**src/design/qor_pkg.sv**
```systemverilog
// Shared types and widths for the quaternion offset rotation pipeline.
// No dependencies; every other design file imports this package.
package qor_pkg;

    // Port widths.
    localparam int QuatW = 16;
    localparam int OffW  = 16;
    localparam int PosW  = 24;

    // Engine vector: offset * 100 in units of 2^-12 cm; |v| <= 3276800.
    localparam int VecW  = 23;
    // Quaternion times engine vector; |q * v| < 2^37.
    localparam int ProdW = 38;
    // t = 2 * (q x v) in units of 2^-26 cm; |t| < 2^39.
    localparam int TW    = 40;
    // Quaternion times t; |q * t| < 2^54.
    localparam int MulW  = 55;
    // Rotated vector in units of 2^-40 cm; |r| < 2^56 with the rounding term.
    localparam int RotW  = 57;

    // Scale factor from metres to centimetres.
    localparam int CmPerM = 100;
    // Shift that takes 2^-40 cm down to 2^-8 cm.
    localparam int OutShift = 32;
    // Alignment of v (2^-12 cm) to the 2^-40 cm grid.
    localparam int VecShift = 28;

    typedef struct packed {
        logic signed [QuatW-1:0] w;
        logic signed [QuatW-1:0] x;
        logic signed [QuatW-1:0] y;
        logic signed [QuatW-1:0] z;
    } t_quat;

    typedef struct packed {
        logic signed [VecW-1:0] x;
        logic signed [VecW-1:0] y;
        logic signed [VecW-1:0] z;
    } t_vvec;

    typedef struct packed {
        logic signed [TW-1:0] x;
        logic signed [TW-1:0] y;
        logic signed [TW-1:0] z;
    } t_tvec;

    typedef struct packed {
        logic signed [RotW-1:0] x;
        logic signed [RotW-1:0] y;
        logic signed [RotW-1:0] z;
    } t_rvec;

endpackage

```
**src/design/qor_sat.sv**
```systemverilog
// Output stage: rounds 2^-40 cm down to 2^-8 cm (half up) and saturates to 24 bits.
// Depends on qor_pkg.
module qor_sat
    import qor_pkg::*;
(
    input  logic                   i_clk,
    input  logic                   i_rst_n,
    input  logic                   i_valid,
    input  t_rvec                  i_r,
    output logic                   o_valid,
    output logic signed [PosW-1:0] o_pos_x,
    output logic signed [PosW-1:0] o_pos_y,
    output logic signed [PosW-1:0] o_pos_z
);

    localparam int HiW = RotW - OutShift;
    localparam logic signed [RotW-1:0] Half = RotW'(1) <<< (OutShift - 1);

    function automatic logic signed [PosW-1:0] round_sat(input logic signed [RotW-1:0] a);
        logic signed [RotW-1:0] s;
        logic signed [HiW-1:0]  h;
        logic signed [PosW-1:0] res;
        s = a + Half;
        h = s[RotW-1:OutShift];
        // The result fits when the bits above the output sign all match it.
        if (h[HiW-1:PosW-1] == {(HiW-PosW+1){1'b0}} ||
            h[HiW-1:PosW-1] == {(HiW-PosW+1){1'b1}}) begin
            res = h[PosW-1:0];
        end else if (h[HiW-1]) begin
            res = {1'b1, {(PosW-1){1'b0}}};
        end else begin
            res = {1'b0, {(PosW-1){1'b1}}};
        end
        return res;
    endfunction

    logic                   r_valid;
    logic signed [PosW-1:0] r_pos_x, r_pos_y, r_pos_z;

    always_ff @(posedge i_clk) begin
        if (!i_rst_n) begin
            r_valid <= 1'b0;
        end else begin
            r_valid <= i_valid;
        end
        r_pos_x <= round_sat(i_r.x);
        r_pos_y <= round_sat(i_r.y);
        r_pos_z <= round_sat(i_r.z);
    end

    assign o_valid = r_valid;
    assign o_pos_x = r_pos_x;
    assign o_pos_y = r_pos_y;
    assign o_pos_z = r_pos_z;

    // For x and z: rounding and saturation never turn a nonnegative sum negative.
    a_sign_x: assert property (@(posedge i_clk) disable iff (!i_rst_n)
        r_valid && r_pos_x[PosW-1] |-> $past(i_r.x[RotW-1]))
        else $error("pos_x negative from a nonnegative sum");
    a_sign_z: assert property (@(posedge i_clk) disable iff (!i_rst_n)
        r_valid && r_pos_z[PosW-1] |-> $past(i_r.z[RotW-1]))
        else $error("pos_z negative from a nonnegative sum");

endmodule

```
**config.mk**
```make
export PLATFORM = sky130hd
export DESIGN_NAME = qor_sat
export DESIGN_NICKNAME = d
export VERILOG_FILES = /design/src/design/qor_pkg.sv /design/src/design/qor_sat.sv
export SDC_FILE = /design/constraint.sdc
export NUM_CORES = 1
export LEC_CHECK = 0
export ABC_AREA = 1
export BUFFER_PORTS_ARGS = -buffer_cell sky130_fd_sc_hd__buf_2
export CAP_MARGIN = 20
export CORE_MARGIN = 2
export CORE_UTILIZATION = 25
export CTS_CLUSTER_SIZE = 28
export DETAILED_ROUTE_END_ITERATION = 16
export GPL_ROUTABILITY_DRIVEN = 1
export GPL_TIMING_DRIVEN = 1
export PLACE_DENSITY_LB_ADDON = 0.15
export SYNTH_ARGS = -nofsm -noshare
export SYNTH_HDL_FRONTEND = slang
export SYNTH_SLANG_ARGS = --single-unit
```
**constraint.sdc**
```tcl
create_clock -name i_clk -period 2 [get_ports i_clk]
set_input_delay 0.5 -clock i_clk [delete_from_list [all_inputs] [get_ports i_clk]]
set_output_delay 0.5 -clock i_clk [all_outputs]
set_load 0.05 [all_outputs]
```
## Word-level counts from Yosys, hierarchy flattened

Index checks and enable logic that the tools add are counted.

- Register bits after elaboration: 73
- Input port bits: 174
- Output and inout port bits: 73
- Logic and storage cells: 22

- $add $sub $neg: 3
- Eq/ne operators: 3
- Multiplexer cells: 6
- Reduce and logical (&&, ||, !) cells: 6

Operators by type and width:

| kind | number |
|---|---|
| adder 57 x 33 -> 57 bit (second input constant) | 3 |
| 2-to-1 mux 24 bit | 6 |
| == test 2 bit (second input constant) | 3 |
| zero test 2 bit | 3 |
| logical OR 1 bit | 3 |

## Logic depth before layout (Yosys ltp)

- Depth after elaboration: 4
- Gate-level depth with buffers: 12
- Gate-level depth less buffers: 11

## Worst setup path before layout

OpenSTA, ideal clock, no wires.

- Path type: in2reg
- From: input port i_r[31] (netlist bit)
- To: register r_pos_z[20] (netlist: o_pos_z[20])
- Library setup time: 113 ps
- Arrival time: 1,617 ps
- Required time: 1,887 ps
- Setup slack: 270 ps
- Stages on the path: 11
- Buffers on the path: 1
- Cell sequence: ha_1 nand2_1 nor2_4 nand2_2 nor2_4 nand2_1 nand2_1 nand2_1 nand2_2 buf_6 nand2_1

- Word-level cells in the longest chain between the ends: 4
- Elaborated cells on any way between the ends: 6
- Those cells by class: add/sub: 1; eq/ne: 1; mux: 2; reduce/logical: 2

RTL lines:

| element | line | text |
|---|---|---|
| start: declaration | qor_sat.sv:9 | `input t_rvec i_r,` |
| adder 57 x 33 -> 57 bit * | qor_sat.sv:23 | `s = a + Half;` |
| == test 2 bit or zero test 2 bit (tied branches) | qor_sat.sv:27, qor_sat.sv:26 |  |
| logical OR 1 bit | qor_sat.sv:26 | `if (h[HiW-1:PosW-1] == {(HiW-PosW+1){1'b0}} \|\|` |
| 2-to-1 mux 24 bit * | qor_sat.sv:26 |  |
| end signal: assignment | qor_sat.sv:48 | `r_pos_z <= round_sat(i_r.z);` |
| end: declaration | qor_sat.sv:38 | `logic signed [PosW-1:0] r_pos_x, r_pos_y, r_pos_z;` |

Mark *: on every way between the ends. The rest lies on a longest branch, timed or not.
A chain may end at the register's enable or synchronous reset.

## Final worst setup path

- From: input port i_r[88] (netlist bit)
- To: register r_pos_y[18] (netlist: o_pos_y[18])

- Word-level cells in the longest chain between the ends: 4
- Elaborated cells on any way between the ends: 6
- Those cells by class: add/sub: 1; eq/ne: 1; mux: 2; reduce/logical: 2

RTL lines:

| element | line | text |
|---|---|---|
| adder 57 x 33 -> 57 bit * | qor_sat.sv:23 |  |
| == test 2 bit or zero test 2 bit (tied branches) | qor_sat.sv:27, qor_sat.sv:26 |  |
| logical OR 1 bit | qor_sat.sv:26 |  |
| 2-to-1 mux 24 bit * | qor_sat.sv:26 |  |
| end signal: assignment | qor_sat.sv:47 | `r_pos_y <= round_sat(i_r.y);` |
| end: declaration | qor_sat.sv:38 |  |

Marks and branches as above.

==> results.md <==
- The die outline area is 17800 sq um.
- Setup repair after global routing left no endpoint under its margin.
- The power density normalized to cell area is 760 nW/um^2.
- For the worst setup path, the data required time is 2.22 ns.
- The count of nets left with antenna violations after detail routing is 0.
- The final count of hold timing violations is 0.
- The largest single stage delay on the critical path is 0.16 ns.
- Clock tree synthesis found a total of 73 sinks.
- The number of pins exceeding their max-slew limit in the final report came to 0.
- The sequential area share after synthesis is 0.349.
- For this configuration, the core starts out at a cell density of 0.254.
- The number of antenna violations at the first check in global routing is 0.
- At the placement stage, the worst setup path has a slack of 0.0423 ns.
- After synthesis the cells add up to 4180 sq um.
- Row generation in the floorplan step produced 47 rows.
- The area of the placeable core is 16500 sq um.
- In this run the worst hold path is classified as primary input to flop.
- The count of flip-flops with a built-in enable after synthesis is 0.
- The via count of the first global-routing pass is 4165.
- The origin of the worst min-delay path is i_valid.
- The flow ran to the end, and the final reports show no timing, DRC or antenna violations.
- The number of buffers and inverters on the critical path is 2.
- Hold timing on the final database bottoms out at a slack of 0.388 ns.
- For this run, the total global-route usage over all layers was measured as 0.143.
- The placer congestion estimate is 0.808.
- The buffer type at the clock tree root is sky130_fd_sc_hd__clkbuf_16.
- In the finished design, the share of the clock period the worst path needs comes to 0.786.
- The pin count of the biggest net entering global routing is 22.
- The aggregate routed wire length is 12400 um.
- The post-layout net count is 1001.
- The cell occurring most often along the worst timing path is sky130_fd_sc_hd__nand2_1.
- The number of DRC violations after detailed routing is 0.
- The post-cts resize count is 0.
- In the layout the commonest cells are sky130_fd_sc_hd__nand2_1, sky130_fd_sc_hd__buf_2, sky130_fd_sc_hd__nor2_1.
- The first detailed-routing pass ran for 4 iterations.
- The relative slew slack is 0.693.
- Synthesis instantiated 23 different standard cells from the library.
- The number of H-tree branching levels is 3.
- The max-cap violation count is 0.
- The cell taking the most area after synthesis is sky130_fd_sc_hd__dfxtp_1.
- The minimum clock period is 1.57 ns.
- The number of ports placed on the die boundary is 247.
- After detailed routing, the number of vias per cell comes to 4.15.
- For this run the aggregate overflow at the end of global routing stands at 0.
- Summed over all cells, the static leakage comes to 3.02 nW.
- Counting every net in the synthesized netlist gives 811.
- IR analysis of the VDD net gives a maximum drop of 366 uV.
- The die outline width is 133 um.
- The worst path meets setup with 0.427 ns of slack.
- The count of hold buffers inserted by post-cts repair is 0.
- By startpoint and endpoint, the worst setup path is classified as primary input to flop.
- Power comes to 4.41 mW.
- In this run the worst setup path begins at i_r[88].
- The die is 133 um tall.
- 0 antenna diodes ended up in the layout.
- The count of mapped cells out of synthesis is 634.
- The final cell count without fillers is 1049.
- The fmax is 0.636 GHz.
- The number of endpoints failing setup at the final stage is 0.
- The number of clock buffers added by TritonCTS is 9.
- The largest driver fanout on the critical path is 21.
- Traced cell by cell, the critical path runs through buf_2, ha_1, nand2_1, nor2_4, nand2_2, nor2_4, nand2_1, nand2_1, nand2_1, nand2_2, buf_12, a21oi_1.
- STA classifies the critical path endpoint as a flop.
- The nature of the critical path startpoint is a primary input.
- The top cell type's share of synthesized area is 0.349.
- Of the cells placed in the final design, the portion with a size suffix greater than 1 is 0.299.
- Including well taps, the total number of placed cells is 1033.
- The sum of negative setup slack is 0 ns.
- The most used flip-flop cell after synthesis is sky130_fd_sc_hd__dfxtp_1.
- At the pin with the least slew margin, the transition time is 0.457 ns.
- Ranked by total cell area, the synthesized netlist is headed by sky130_fd_sc_hd__dfxtp_1, sky130_fd_sc_hd__nand2_1, sky130_fd_sc_hd__nor2_1.
- The overall via count from detail_route is 4349.
- The number of warnings printed during yosys synthesis is 0.
- At the worst endpoint, the arrival time is 1.79 ns.
- A synthesized cell averages 6.60 sq um.
- The proportion of synthesized flip-flops having asynchronous set or reset is 0.
- The top cell family by delay on the critical path is simple AND/OR/NAND/NOR gates.
- The half-perimeter wire length after placement is 10400 um.
- The cell with the biggest individual delay on the critical path is sky130_fd_sc_hd__ha_1.
- The routed length per placed instance is 11.9 um.
- Input and output buffers added on the ports amount to 153.
- Leaving out fill and tap cells, the most frequent cell in the layout is sky130_fd_sc_hd__nand2_1.
- The maximum buffer depth of the clock tree is 2.
- The post-CTS setup repair buffer count is 0.
- The CTS tree is done.
- The layout overhead on the synthesized area is 38.7%.
- Counting flops and latches in the post-synthesis netlist gives 73.
- The first-pass GRT wire length is 20100 um.
- The clock transition at the registers of the reported paths is 0.06 ns.
- After the first detailed-routing iteration, the DRC count stood at 141.
[worst paths after layout]
| check | endpoint | slack [ns] | cells past startpoint |
|---|---|---|---|
| hold / removal | o_valid | 0.39 | 3 |
| setup / recovery | o_pos_y[18] | 0.43 | 12 |
[per-stage QoR]
stage | cell area (sq um) | utilization
after floorplan | 4180 | -
after global placement | 5480 | 0.333
after detailed placement | 5480 | 0.333
after CTS | 5800 | 0.352
after global routing | 5800 | 0.352
final | 5800 | 0.352
[layer usage]
layer  global-route usage  vias to the layer above  share of wire
met1                0.182                     1892           0.48
li1                     -                     2340              -
met2                0.234                      103           0.45
met3               0.0331                       14          0.049
met4               0.0603                        0          0.020
met5                    0                        -              0
[state kept, by name (all words and copies together), names as in the netlist]
| signal | cells |
|---|---|
| o_pos_x | 24 |
| o_valid | 1 |
| o_pos_z | 24 |
| o_pos_y | 24 |
[layout make-up]
| class | instances | area (sq um) |
|---|---|---|
| clock buffers | 12 | 267 |
| multi-input cells | 505 | 2430 |
| clock inverters | 4 | 50.0 |
| inverters | 43 | 161 |
| flip-flops and latches | 73 | 1460 |
| repair buffers | 192 | 1160 |
| well taps | 220 | 275 |
| fillers | 1867 | 10700 |
[kinds of logic (layout without fill, tap and decap cells)]
group | after synthesis | after routing | share of synthesized area
AOI/OAI and AO/OA | 7 | 7 | 0.00898
xor gates and xnor gates | 48 | 48 | 0.101
buffers and inverters | 56 | 251 | 0.0700
DFF | 73 | 73 | 0.349
and+or+nand+nor | 447 | 447 | 0.462
adders and majority gates | 3 | 3 | 0.00898
[report_power, final]
part | leakage, nW | internal [mW] | switching (mW)
Sequential | 0.616 | 1.58 | 0.0278
Combinational | 2.25 | 0.311 | 0.800
Clock | 0.151 | 1.06 | 0.624
[synthesized netlist by cell type (8+ instances only)]
cell	instances
sky130_fd_sc_hd__nor2_1	75
sky130_fd_sc_hd__nand2_2	16
sky130_fd_sc_hd__nor2_2	8
sky130_fd_sc_hd__nand4_1	9
sky130_fd_sc_hd__buf_6	9
sky130_fd_sc_hd__xnor2_1	16
sky130_fd_sc_hd__xor2_1	32
sky130_fd_sc_hd__inv_1	41
sky130_fd_sc_hd__nand3_1	37
sky130_fd_sc_hd__nor3_1	14
sky130_fd_sc_hd__nand2_1	267
sky130_fd_sc_hd__dfxtp_1	73
(Power assumes the default switching activity.)
