### src/design/qor_pkg.sv
// Shared types and widths for the quaternion offset rotation pipeline.
// No dependencies; every other design file imports this package.
package qor_pkg;

    // Port widths.
    localparam int QuatW = 16;
    localparam int OffW  = 16;
    localparam int PosW  = 24;

    // Engine vector: offset * 100 in units of 2^-12 cm; |v| <= 3276800.
    localparam int VecW  = 23;
    // Quaternion times engine vector; |q * v| < 2^37.
    localparam int ProdW = 38;
    // t = 2 * (q x v) in units of 2^-26 cm; |t| < 2^39.
    localparam int TW    = 40;
    // Quaternion times t; |q * t| < 2^54.
    localparam int MulW  = 55;
    // Rotated vector in units of 2^-40 cm; |r| < 2^56 with the rounding term.
    localparam int RotW  = 57;

    // Scale factor from metres to centimetres.
    localparam int CmPerM = 100;
    // Shift that takes 2^-40 cm down to 2^-8 cm.
    localparam int OutShift = 32;
    // Alignment of v (2^-12 cm) to the 2^-40 cm grid.
    localparam int VecShift = 28;

    typedef struct packed {
        logic signed [QuatW-1:0] w;
        logic signed [QuatW-1:0] x;
        logic signed [QuatW-1:0] y;
        logic signed [QuatW-1:0] z;
    } t_quat;

    typedef struct packed {
        logic signed [VecW-1:0] x;
        logic signed [VecW-1:0] y;
        logic signed [VecW-1:0] z;
    } t_vvec;

    typedef struct packed {
        logic signed [TW-1:0] x;
        logic signed [TW-1:0] y;
        logic signed [TW-1:0] z;
    } t_tvec;

    typedef struct packed {
        logic signed [RotW-1:0] x;
        logic signed [RotW-1:0] y;
        logic signed [RotW-1:0] z;
    } t_rvec;

endpackage

### src/design/qor_front.sv
// Input stage: remaps tracker axes to engine axes and scales metres to centimetres.
// Depends on qor_pkg.
module qor_front
    import qor_pkg::*;
(
    input  logic                    i_clk,
    input  logic                    i_rst_n,
    input  logic                    i_valid,
    input  t_quat                   i_quat,
    input  logic signed [OffW-1:0]  i_off_x,
    input  logic signed [OffW-1:0]  i_off_y,
    input  logic signed [OffW-1:0]  i_off_z,
    output logic                    o_valid,
    output t_quat                   o_quat,
    output t_vvec                   o_vec
);

    localparam logic signed [VecW-1:0] Scale = VecW'(CmPerM);

    logic  r_valid;
    t_quat r_quat;
    t_vvec r_vec;
    t_vvec n_vec;

    // Forward is -z, right is -x, up is +y.
    always_comb begin
        n_vec.x = VecW'(0) - VecW'(i_off_z) * Scale;
        n_vec.y = VecW'(0) - VecW'(i_off_x) * Scale;
        n_vec.z = VecW'(i_off_y) * Scale;
    end

    always_ff @(posedge i_clk) begin
        if (!i_rst_n) begin
            r_valid <= 1'b0;
        end else begin
            r_valid <= i_valid;
        end
        r_quat <= i_quat;
        r_vec  <= n_vec;
    end

    assign o_valid = r_valid;
    assign o_quat  = r_quat;
    assign o_vec   = r_vec;

endmodule

### config.mk
export PLATFORM = sky130hd
export DESIGN_NAME = qor_front
export DESIGN_NICKNAME = d
export VERILOG_FILES = /design/src/design/qor_pkg.sv /design/src/design/qor_front.sv
export SDC_FILE = /design/constraint.sdc
export NUM_CORES = 1
export LEC_CHECK = 0
export ABC_AREA = 1
export BUFFER_PORTS_ARGS = -buffer_cell sky130_fd_sc_hd__clkbuf_2
export CORE_UTILIZATION = 53
export DETAILED_ROUTE_END_ITERATION = 10
export HOLD_SLACK_MARGIN = 0.05
export PLACE_DENSITY = 0.82
export SYNTH_ARGS = -nofsm -noshare
export SYNTH_HDL_FRONTEND = slang
export SYNTH_SLANG_ARGS = --single-unit
### constraint.sdc
create_clock -name i_clk -period 3.8 [get_ports i_clk]
set_input_delay 0.38 -clock i_clk [delete_from_list [all_inputs] [get_ports i_clk]]
set_output_delay 0.38 -clock i_clk [all_outputs]
set_load 0.01 [all_outputs]
# Word level (Yosys, flattened, before mapping)
# Cells that the tools add are included.
[classes]
muxes = 0
magnitude_cmp = 0
shift = 0
n_bitwise = 0
n_addsub = 2
n_mul = 3
reduce_logical = 0
eq_ne = 0
div = 0
[op_table]
columns = ["cell", "count"]
rows = [
  ["multiplier 16 x 6 -> 21 bit, second input constant", 3],
  ["subtractor 1 x 23 -> 23 bit, first input constant", 2],
]
[word_totals]
mem_bits_ro = 0
ff_bits = 132
in_bits = 115
output_inout_bits = 134
word_cells = 13
latch_bits = 0
mem_bits_rw = 0
n_memories = 0

# Logic depth before layout (Yosys ltp)
# Gate-level depths: netlist of run 1.
[logic_depth]
depth_word = 2
ltp_mapped = 21
ltp_nobuf = 21

# Least setup slack after synthesis of run 1
# Ideal clock, no wire load.
[synth_path]
path_type = "input -> register"
startpoint = "input port i_off_z[1]"
endpoint = "register r_vec, in the netlist o_vec[65]"
stages = 15
path_slack_ps = 482
path_buffers = 0
arrival_time_ps = 3200
setup_time_ps = 118
t_required_ps = 3682
cell_sequence = "inv_1 > ha_1 > fa_1 > ha_1 > ha_1 > fa_1 > nor2_1 > nand3_1 > nor2_1 > nand2_1 > nor2_1 > nand3_1 > nor2_4 > nand3_1 > xor2_1"
[synth_lines]
columns = ["item", "line", "text"]
rows = [
  ["start, declared", "qor_front.sv:12", "input logic signed [OffW-1:0] i_off_z,"],
  ["end signal, assigned", "qor_front.sv:39", "r_vec <= n_vec;"],
  ["end, declared", "qor_front.sv:22", "t_vvec r_vec;"],
]

==> results of run 1 <==
==> layout make-up <==
type	count	share of cell area
Antenna cell	1	0.000237
Clock buffer	19	0.0429
Clock inverter	13	0.0143
Inverter	147	0.0522
Multi-Input combinational cell	673	0.492
Sequential cell	128	0.242
Tap cell	211	0.0250
Timing Repair Buffer	259	0.131
==> stage by stage <==
| stage | utilization | hold slack [ns] |
|---|---|---|
| finish | 0.693 | 0.0676 |
| detailed placement | 0.642 | 0.484 |
| global route | 0.693 | 0.0431 |
| CTS | 0.684 | 0.0502 |
| floorplan | - | 0.408 |
| global placement | 0.642 | 0.482 |
==> Yosys cell counts (2+ instances only) <==
cell type,count
nand3_2,2
fa_1,42
a21o_1,2
and2_1,2
nor2_4,6
dfxtp_1,128
a21oi_1,38
nand4_1,4
xnor2_1,20
buf_4,6
o21bai_1,3
nor2_1,50
inv_1,141
xor2_2,2
nor3_1,5
nand2_2,11
nand2_1,209
nand3_1,35
nor3_2,2
nand3b_1,11
o21ai_0,15
ha_1,150
nor2_2,7
xor2_1,38
inv_2,6
nand2_4,3
==> cells by family after synthesis <==
kind of cell,after synthesis,synth area share
buffers and inverters,153,0.0715
XOR/XNOR,60,0.0648
AND/OR/NAND/NOR,350,0.188
adder cells (fa/ha/maj),192,0.326
flip-flops,128,0.307
AO/OA/AOI/OAI,65,0.0427
other,1,0.000449
==> power by group <==
group / total (mW) / leakage, nW / switching [mW] / internal, mW
Clock: 1.64 / 0.289 / 0.625 / 1.01
Sequential: 1.78 / 1.08 / 0.109 / 1.67
Combinational: 2.79 / 4.54 / 1.72 / 1.07
==> worst max path at each step <==
stage	startpoint	endpoint	slack, ns
floorplan	i_off_z[1]	o_vec[65]$_DFF_P_	0.48
global placement	i_off_z[1]	o_vec[65]$_DFF_P_	0.23
detailed placement	i_off_z[1]	o_vec[65]$_DFF_P_	0.13
CTS	i_off_z[1]	o_vec[65]$_DFF_P_	0.57
global route	i_off_z[1]	o_vec[65]$_DFF_P_	0.33
finish	i_off_z[1]	o_vec[63]$_DFF_P_	0.54
==> metal layers <==
metal	vias up	track usage
met5	-	0
met4	2	0.121
met3	52	0.0519
met2	221	0.440
met1	3183	0.262
li1	3566	-
==> sequential cells by signal (all words and copies together), names as in the netlist <==
register	count
o_vec	63
o_valid	1
o_quat	64
==> what timing repair did <==
action,4_1_cts,5_1_grt
gates resized for setup,0,0
hold endpoints to repair,4,13
hold buffers,4,13
setup endpoints to repair,0,0
==> qor.csv, run 1 <==
metric,value,unit
area_delta_synth_final,26.7,%
seq_area_frac_synth,0.307,
vias_per_cell,4.84,
final_common_cell,clkbuf_2,
drc,0,
required,4.10,ns
antenna_found_initial,2,
yosysWarnings,0,
dieArea,16200,um^2
drt-pass1-iter-count,5,
dp_cells,1401,
yosysTopAreaCellShare,0.307,
clk_pin_slew,0.06,ns
cts-root-buf,clkbuf_16,
setup_tns,0,ns
wl_met2,10.2,mm
initial_core_util,0.547,
ioPinCount,249,
wl_met1,7.85,mm
grt_overflow_total,0,
vdd_drop_max,0.324,mV
rows,45,
top_layer,met5,
cp-start-kind,input port,
cp_num_cells,16,
routedWlPerCell,13.6,um
finalCritPeriodShare,0.857,
crit_arrival,3.55,ns
dpl.hpwl,15.8,mm
dpl_cell_area,9790,um^2
status,completed,
ys.flop_type,dfxtp_1,
fin_ws,0.545,ns
synth_area_leaders,"dfxtp_1, ha_1, fa_1",
crit_buf_inv,2,
synth.ff_latch_count,128,
drv_slew,0,
synth_edf_count,0,
wl_met3,1.06,mm
period_needed,3.26,ns
crit_fanout,5,
p_leak,5.91,nW
setup_viol,0,
syn_inst,949,
slowest_stage,fa_1,
fin_nets,1533,
crit_path_end_kind,register,
fmax,307,MHz
drt_iter0_drc,269,
vias,7024,
hold_viol,0,
ant_nets,0,
pre_cts_ws,0.129,ns
path_class,input port to register,
post_cts_buffers,0,
tritoncts,yes,
grt_first_pass_wirelength,30.7,mm
hp-class,input port to register,
worstHoldStart,i_quat[56],
crit_chain,"clkbuf_2, inv_1, ha_1, fa_1, ha_1, ha_1, fa_1, nor2_1, nand3_1, nor2_1, nand2_1, nor2_1, nand3_1, nor2_4, nand2_1, xor2_1",
timing.slew.headroom,0.671,
fp.dieH,127,um
cts_sinks,128,
cpLargestDelayFamily,adder cells,
grt_pass1_vias,6809,
async_reset_ff_frac,0,
tightest_slew,0.489,ns
grt_max_degree,17,
hold-path-endpoint,o_quat[56]$_DFF_P_,
fill_cells,1180,
multi_input_area,5200,um^2
fp.coreArea,15300,um^2
layout_common_cells,"clkbuf_2, nand2_1, ha_1, inv_1, dfxtp_1",
regArea,2560,um^2
p_per_area,587,nW/um^2
h-tree-depth,4,
final_area,10600,um^2
gp_congestion,0.876,
synth_area,8340,um^2
synth_top_cell_by_area,dfxtp_1,
cap_violations,0,
finalPower,6.21,mW
rsz0062_at_grt,false,
synth_cell_types,37,
drive_gt1_frac,0.255,
drt-total-wl,19.8,mm
cpPeakStageDelay,0.47,ns
portBuffers,242,
fin_cells,1451,
hold_depth,1,
cts_made_buffers,17,
cts_buffer_depth,2,
syn_area_per_cell,8.79,um^2
grt_usage,0.241,
die_w,127,um
Note: power is estimated with default switching activity, not from simulation.
==> run 2, diff against run 1 <==
- CELL_PAD_IN_SITES_DETAIL_PLACEMENT: unset -> 1
- CELL_PAD_IN_SITES_GLOBAL_PLACEMENT: unset -> 1
- CORE_UTILIZATION: 53 -> 39
- PLACE_DENSITY: 0.82 -> unset
- PLACE_DENSITY_LB_ADDON: unset -> 0.1
==> run 2 against run 1 <==
Via count grew 2.1%. Cell count grew 5.9%. Maximum frequency shrank 1.8%. Critical endpoint is now o_vec[40]$_DFF_P_. Non-clock buffer count grew 23. Power grew 2.3%. Clock-buffer cell count grew 1. Clock power grew 5%. Sequential power is essentially flat. Die area grew 35%. Wire length grew 17%. Largest cell class unchanged. Combinational power grew 3%.
==> qor.csv, run 2 (same netlist as run 1, synthesis figures left out) <==
metric,value,unit,change
status,completed,,
p_per_area,583,nW/um^2,-0.69%
dpl.hpwl,19.0,mm,+20%
vdd_drop_max,0.285,mV,-12%
grt_usage,0.220,,-0.0208
tritoncts,yes,,
grt_overflow_total,0,,unchanged
holdWs,0.0718,ns,+0.00414 ns
drt-pass1-iter-count,4,,-1
pre_cts_ws,0.0527,ns,-0.0759 ns
dieArea,22000,um^2,+35%
rsz0062_at_grt,false,,
crit_arrival,3.63,ns,+0.08 ns
fin_cells,1537,,+5.9%
drt_iter0_drc,137,,-49%
fp.coreArea,21000,um^2,+38%
portBuffers,242,,unchanged
fin_util,0.518,,-0.175
grt_first_pass_wirelength,37.6,mm,+23%
rows,53,,+18%
hp-class,input port to register,,
fmax,302,MHz,-1.8%
period_needed,3.32,ns,+0.0607 ns
vias_per_cell,4.67,,-3.6%
h-tree-depth,4,,unchanged
cts_buffer_depth,2,,unchanged
routedWlPerCell,15.1,um,+11%
crit_path_end_kind,register,,
drive_gt1_frac,0.251,,-0.00386
cp-startpoint,i_off_x[2],,
ioPinCount,249,,unchanged
cp-start-kind,input port,,
path_class,input port to register,,
fill_cells,2597,,+120%
post_cts_buffers,0,,unchanged
layout_common_cells,"clkbuf_2, nand2_1, ha_1, inv_1, dfxtp_1",,
fp.dieH,148,um,+16%
grt_max_degree,17,,unchanged
regArea,2560,um^2,unchanged
crit_fanout,5,,unchanged
vias,7171,,+2.1%
final_area,10900,um^2,+3.0%
gp_congestion,0.782,,-11%
initial_core_util,0.397,,-0.150
cts-root-buf,clkbuf_16,,
die_w,148,um,+16%
area_delta_synth_final,30.5,%,
ant_nets,0,,unchanged
worstHoldStart,i_quat[17],,
finalPower,6.35,mW,+2.3%
cts_sinks,128,,unchanged
multi_input_area,5200,um^2,unchanged
setup_tns,0,ns,unchanged
required,4.12,ns,+0.02 ns
largest_reg_flops,64,,unchanged
drv_slew,0,,unchanged
cap_violations,0,,unchanged
finalCritPeriodShare,0.873,,+0.0160
diodes,0,,-1
final_common_cell,clkbuf_2,,
drt-total-wl,23.2,mm,+17%
grt_pass1_vias,7500,,+10%
drc,0,,unchanged
clk_pin_slew,0.06,ns,about the same
dpl_cell_area,9880,um^2,+0.89%
setup_viol,0,,unchanged
p_leak,6.02,nW,+1.9%
antenna_found_initial,0,,-2
hold_buffers,38,,+34
cts_made_buffers,17,,unchanged
cts_resized,0,,unchanged
fin_ws,0.484,ns,-0.0607 ns
fin_nets,1556,,+1.5%
hold_viol,0,,unchanged
dp_cells,1466,,+4.6%
==> run 2: cell count changes in the layout (fill, tap and decap cells not counted), sizes merged <==
cell / change
clkbuf: +1
buf: +1
dlygate4sd3: +22
clkinvlp: -2
diode: -1
inv: +1
==> run 2: worst paths after layout <==
check  depth (start not counted)            endpoint
max                           17   o_vec[40]$_DFF_P_
min                            1  o_quat[17]$_DFF_P_
==> run 2: layout make-up <==
cell class                 count  share of cell area
multi-input combinational    673               0.478
sequential                   128               0.235
timing repair buffer         282               0.148
inverter                     147              0.0507
clock buffer                  20              0.0429
tap                          275              0.0316
clock inverter                12              0.0136
==> run 2: power by group <==
| part | internal, mW | leakage (nW) | switching [mW] |
|---|---|---|---|
| clock network | 1.04 | 0.302 | 0.678 |
| logic | 1.09 | 4.64 | 1.76 |
| registers | 1.67 | 1.08 | 0.110 |
| total | 3.80 | 6.02 | 2.55 |
==> run 2: layer usage <==
layer	GRT usage	vias to the layer above	routed length, um
li1	-	3600	-
met4	0.0696	0	395
met3	0.0460	29	1220
met5	0	-	0
met1	0.240	3349	9430
met2	0.420	193	12200
==> run 2: critical path, stage by stage <==
cell and delay [ns]:
clkbuf_2 0.15, inv_1 0.07, ha_1 0.31, fa_1 0.47, ha_1 0.31, ha_1 0.24
fa_1 0.47, nor2_1 0.16, nand2_1 0.11, nor2_1 0.11, nand2_1 0.07, nor2_1 0.15
nand2_1 0.19, nor2_2 0.17, nand2_1 0.08, xor2_1 0.13, inv_1 0.05
==> run 3, diff against run 2 <==
- CORE_UTILIZATION: 39 -> 40
- CTS_BUF_LIST: unset -> sky130_fd_sc_hd__clkbuf_4
- MAX_ROUTING_LAYER: unset -> met4
==> run 3 against run 2 <==
Die area fell by 2.5%. Via count grew 1.7%. Sequential share of layout area up 0.057 points. Core utilization grew 1.5 points. Maximum frequency down 5.7%. Power fell by 11%. Global-route usage grew 2.4 points. Critical path depth fell by 1. Clock power decreased by 45%. Clock-buffer cell count shrank 3. Worst hold slack gained 0.041 ns.
==> qor.csv, run 3 (same netlist as run 1, synthesis figures left out) <==
metric,value,unit,change
wl_met2,12.6,mm,+3.7%
ioPinCount,249,,unchanged
wl_met1,10.5,mm,+11%
crit_chain,"dlygate4sd3_1, clkbuf_2, ha_1, fa_1, ha_1, ha_1, fa_1, nor2_1, nand3_1, nor2_1, nand2_1, nor2_1, nand3_1, nor2_4, nand3_1, xor2_1",,
hold_depth,2,,+1
worstHoldStart,i_off_x[2],,
h-tree-depth,4,,unchanged
vdd_drop_max,0.209,mV,-27%
path_class,input port to register,,
drt_iter0_drc,142,,+3.6%
fp.coreArea,20400,um^2,-3.1%
die_w,146,um,-1.2%
routedWlPerCell,15.7,um,+3.6%
hold_buffers,71,,+87%
p_leak,6.00,nW,-0.35%
drc,0,,unchanged
cts-root-buf,clkbuf_4,,
crit_arrival,3.97,ns,+0.34 ns
antenna_found_initial,1,,+1
fin_ws,0.285,ns,-0.199 ns
ant_nets,0,,unchanged
portBuffers,242,,unchanged
top_layer,met4,,
hold-path-endpoint,o_vec[27]$_DFF_P_,,
cts_sinks,128,,unchanged
initial_core_util,0.410,,+0.0128
fill_cells,2483,,-4.4%
finalCritPeriodShare,0.925,,+0.0525
hp-class,input port to register,,
cp-start-kind,input port,,
rows,52,,-1.9%
required,4.26,ns,+0.14 ns
vias_per_cell,4.66,,about the same
rsz0062_at_grt,false,,
grt_pass1_vias,7762,,+3.5%
grt_first_pass_wirelength,39.7,mm,+5.7%
tritoncts,yes,,
pre_cts_ws,0.0528,ns,+0.0000577 ns
drive_gt1_frac,0.245,,-0.00621
setup_viol,0,,unchanged
period_needed,3.52,ns,+0.199 ns
cap_violations,0,,unchanged
fmax,284,MHz,-5.7%
drv_slew,0,,unchanged
final_common_cell,clkbuf_2,,
dpl.hpwl,19.4,mm,+1.9%
clk_pin_slew,0.15,ns,+0.09 ns
crit_buf_inv,2,,-1
largest_reg_flops,64,,unchanged
fin_nets,1588,,+2.1%
layout_common_cells,"clkbuf_2, nand2_1, ha_1, inv_1, dfxtp_1",,
timing.slew.headroom,0.638,,
area_delta_synth_final,30.1,%,
cts_buffer_depth,2,,unchanged
setup_tns,0,ns,unchanged
grt_overflow_total,0,,unchanged
fp.dieH,146,um,-1.2%
post_cts_buffers,0,,unchanged
cpPeakStageDelay,0.54,ns,+0.07 ns
drt-pass1-iter-count,4,,unchanged
vias,7295,,+1.7%
slowest_stage,dlygate4sd3_1,,
cpLargestDelayFamily,adder cells,,
grt_max_degree,17,,unchanged
cts_resized,0,,unchanged
grt_usage,0.244,,+0.0239
drt-total-wl,24.5,mm,+5.5%
dieArea,21400,um^2,-2.5%
cts_made_buffers,17,,unchanged
crit_path_end_kind,register,,
tightest_slew,0.537,ns,
crit_fanout,5,,unchanged
status,completed,,
gp_congestion,0.824,,+5.4%
p_per_area,518,nW/um^2,-11%
wl_met3,923,um,-24%
hold_viol,0,,unchanged
==> run 3: changes by cell type in the layout (fill, tap and decap cells not counted) <==
cell / change
clkbuf_8: -3
clkinv_8: +1
diode_2: +1
inv_8: +2
clkbuf_4: +17
dlygate4sd3_1: +32
bufinv_16: -2
inv_6: +2
clkbuf_16: -17
==> run 3: cell type report <==
type	instances	area (um^2)	share of cell area
multi-input combinational	673	5200	0.479
sequential	128	2560	0.236
timing repair buffer	314	1930	0.178
inverter	147	552	0.0508
tap	270	338	0.0311
clock inverter	15	144	0.0133
clock buffer	17	128	0.0118
antenna	1	2.50	0.000230
==> run 3: per-layer routing <==
metal	vias up	track usage
met2	177	0.445
met1	3431	0.272
met4	0	0.0724
li1	3659	-
met5	-	-
met3	28	0.0388
==> run 3: how the worst max path moves through the flow <==
stage / cells past startpoint / slack, ns / end / start
after CTS: 16 / 0.29 / o_vec[65]$_DFF_P_ / i_off_z[0]
after global placement: 16 / 0.16 / o_vec[65]$_DFF_P_ / i_off_z[1]
after detailed placement: 17 / 0.05 / o_vec[40]$_DFF_P_ / i_off_x[2]
final: 16 / 0.28 / o_vec[65]$_DFF_P_ / i_off_z[0]
after floorplan: 15 / 0.48 / o_vec[65]$_DFF_P_ / i_off_z[1]
after global routing: 18 / 0.03 / o_vec[68]$_DFF_P_ / i_off_z[0]
==> run 3: report_power, final <==
group / leakage [nW] / switching [mW] / internal, mW
registers: 1.08 / 0.113 / 1.66
clock network: 0.149 / 0.650 / 0.295
logic: 4.77 / 1.78 / 1.12
total: 6.00 / 2.55 / 3.08
==> run 3: per-stage QoR <==
step	hold WS (ns)	instance area (um^2)	std cells	util	power (mW)
after floorplan	0.408	8360	954	-	3.69
after global placement	0.482	9870	1461	0.485	4.59
after detailed placement	0.484	9870	1461	0.485	4.65
after CTS	0.0682	10900	1564	0.533	5.69
after global routing	0.0830	10900	1565	0.533	6.13
final	0.113	10900	1565	0.533	5.62
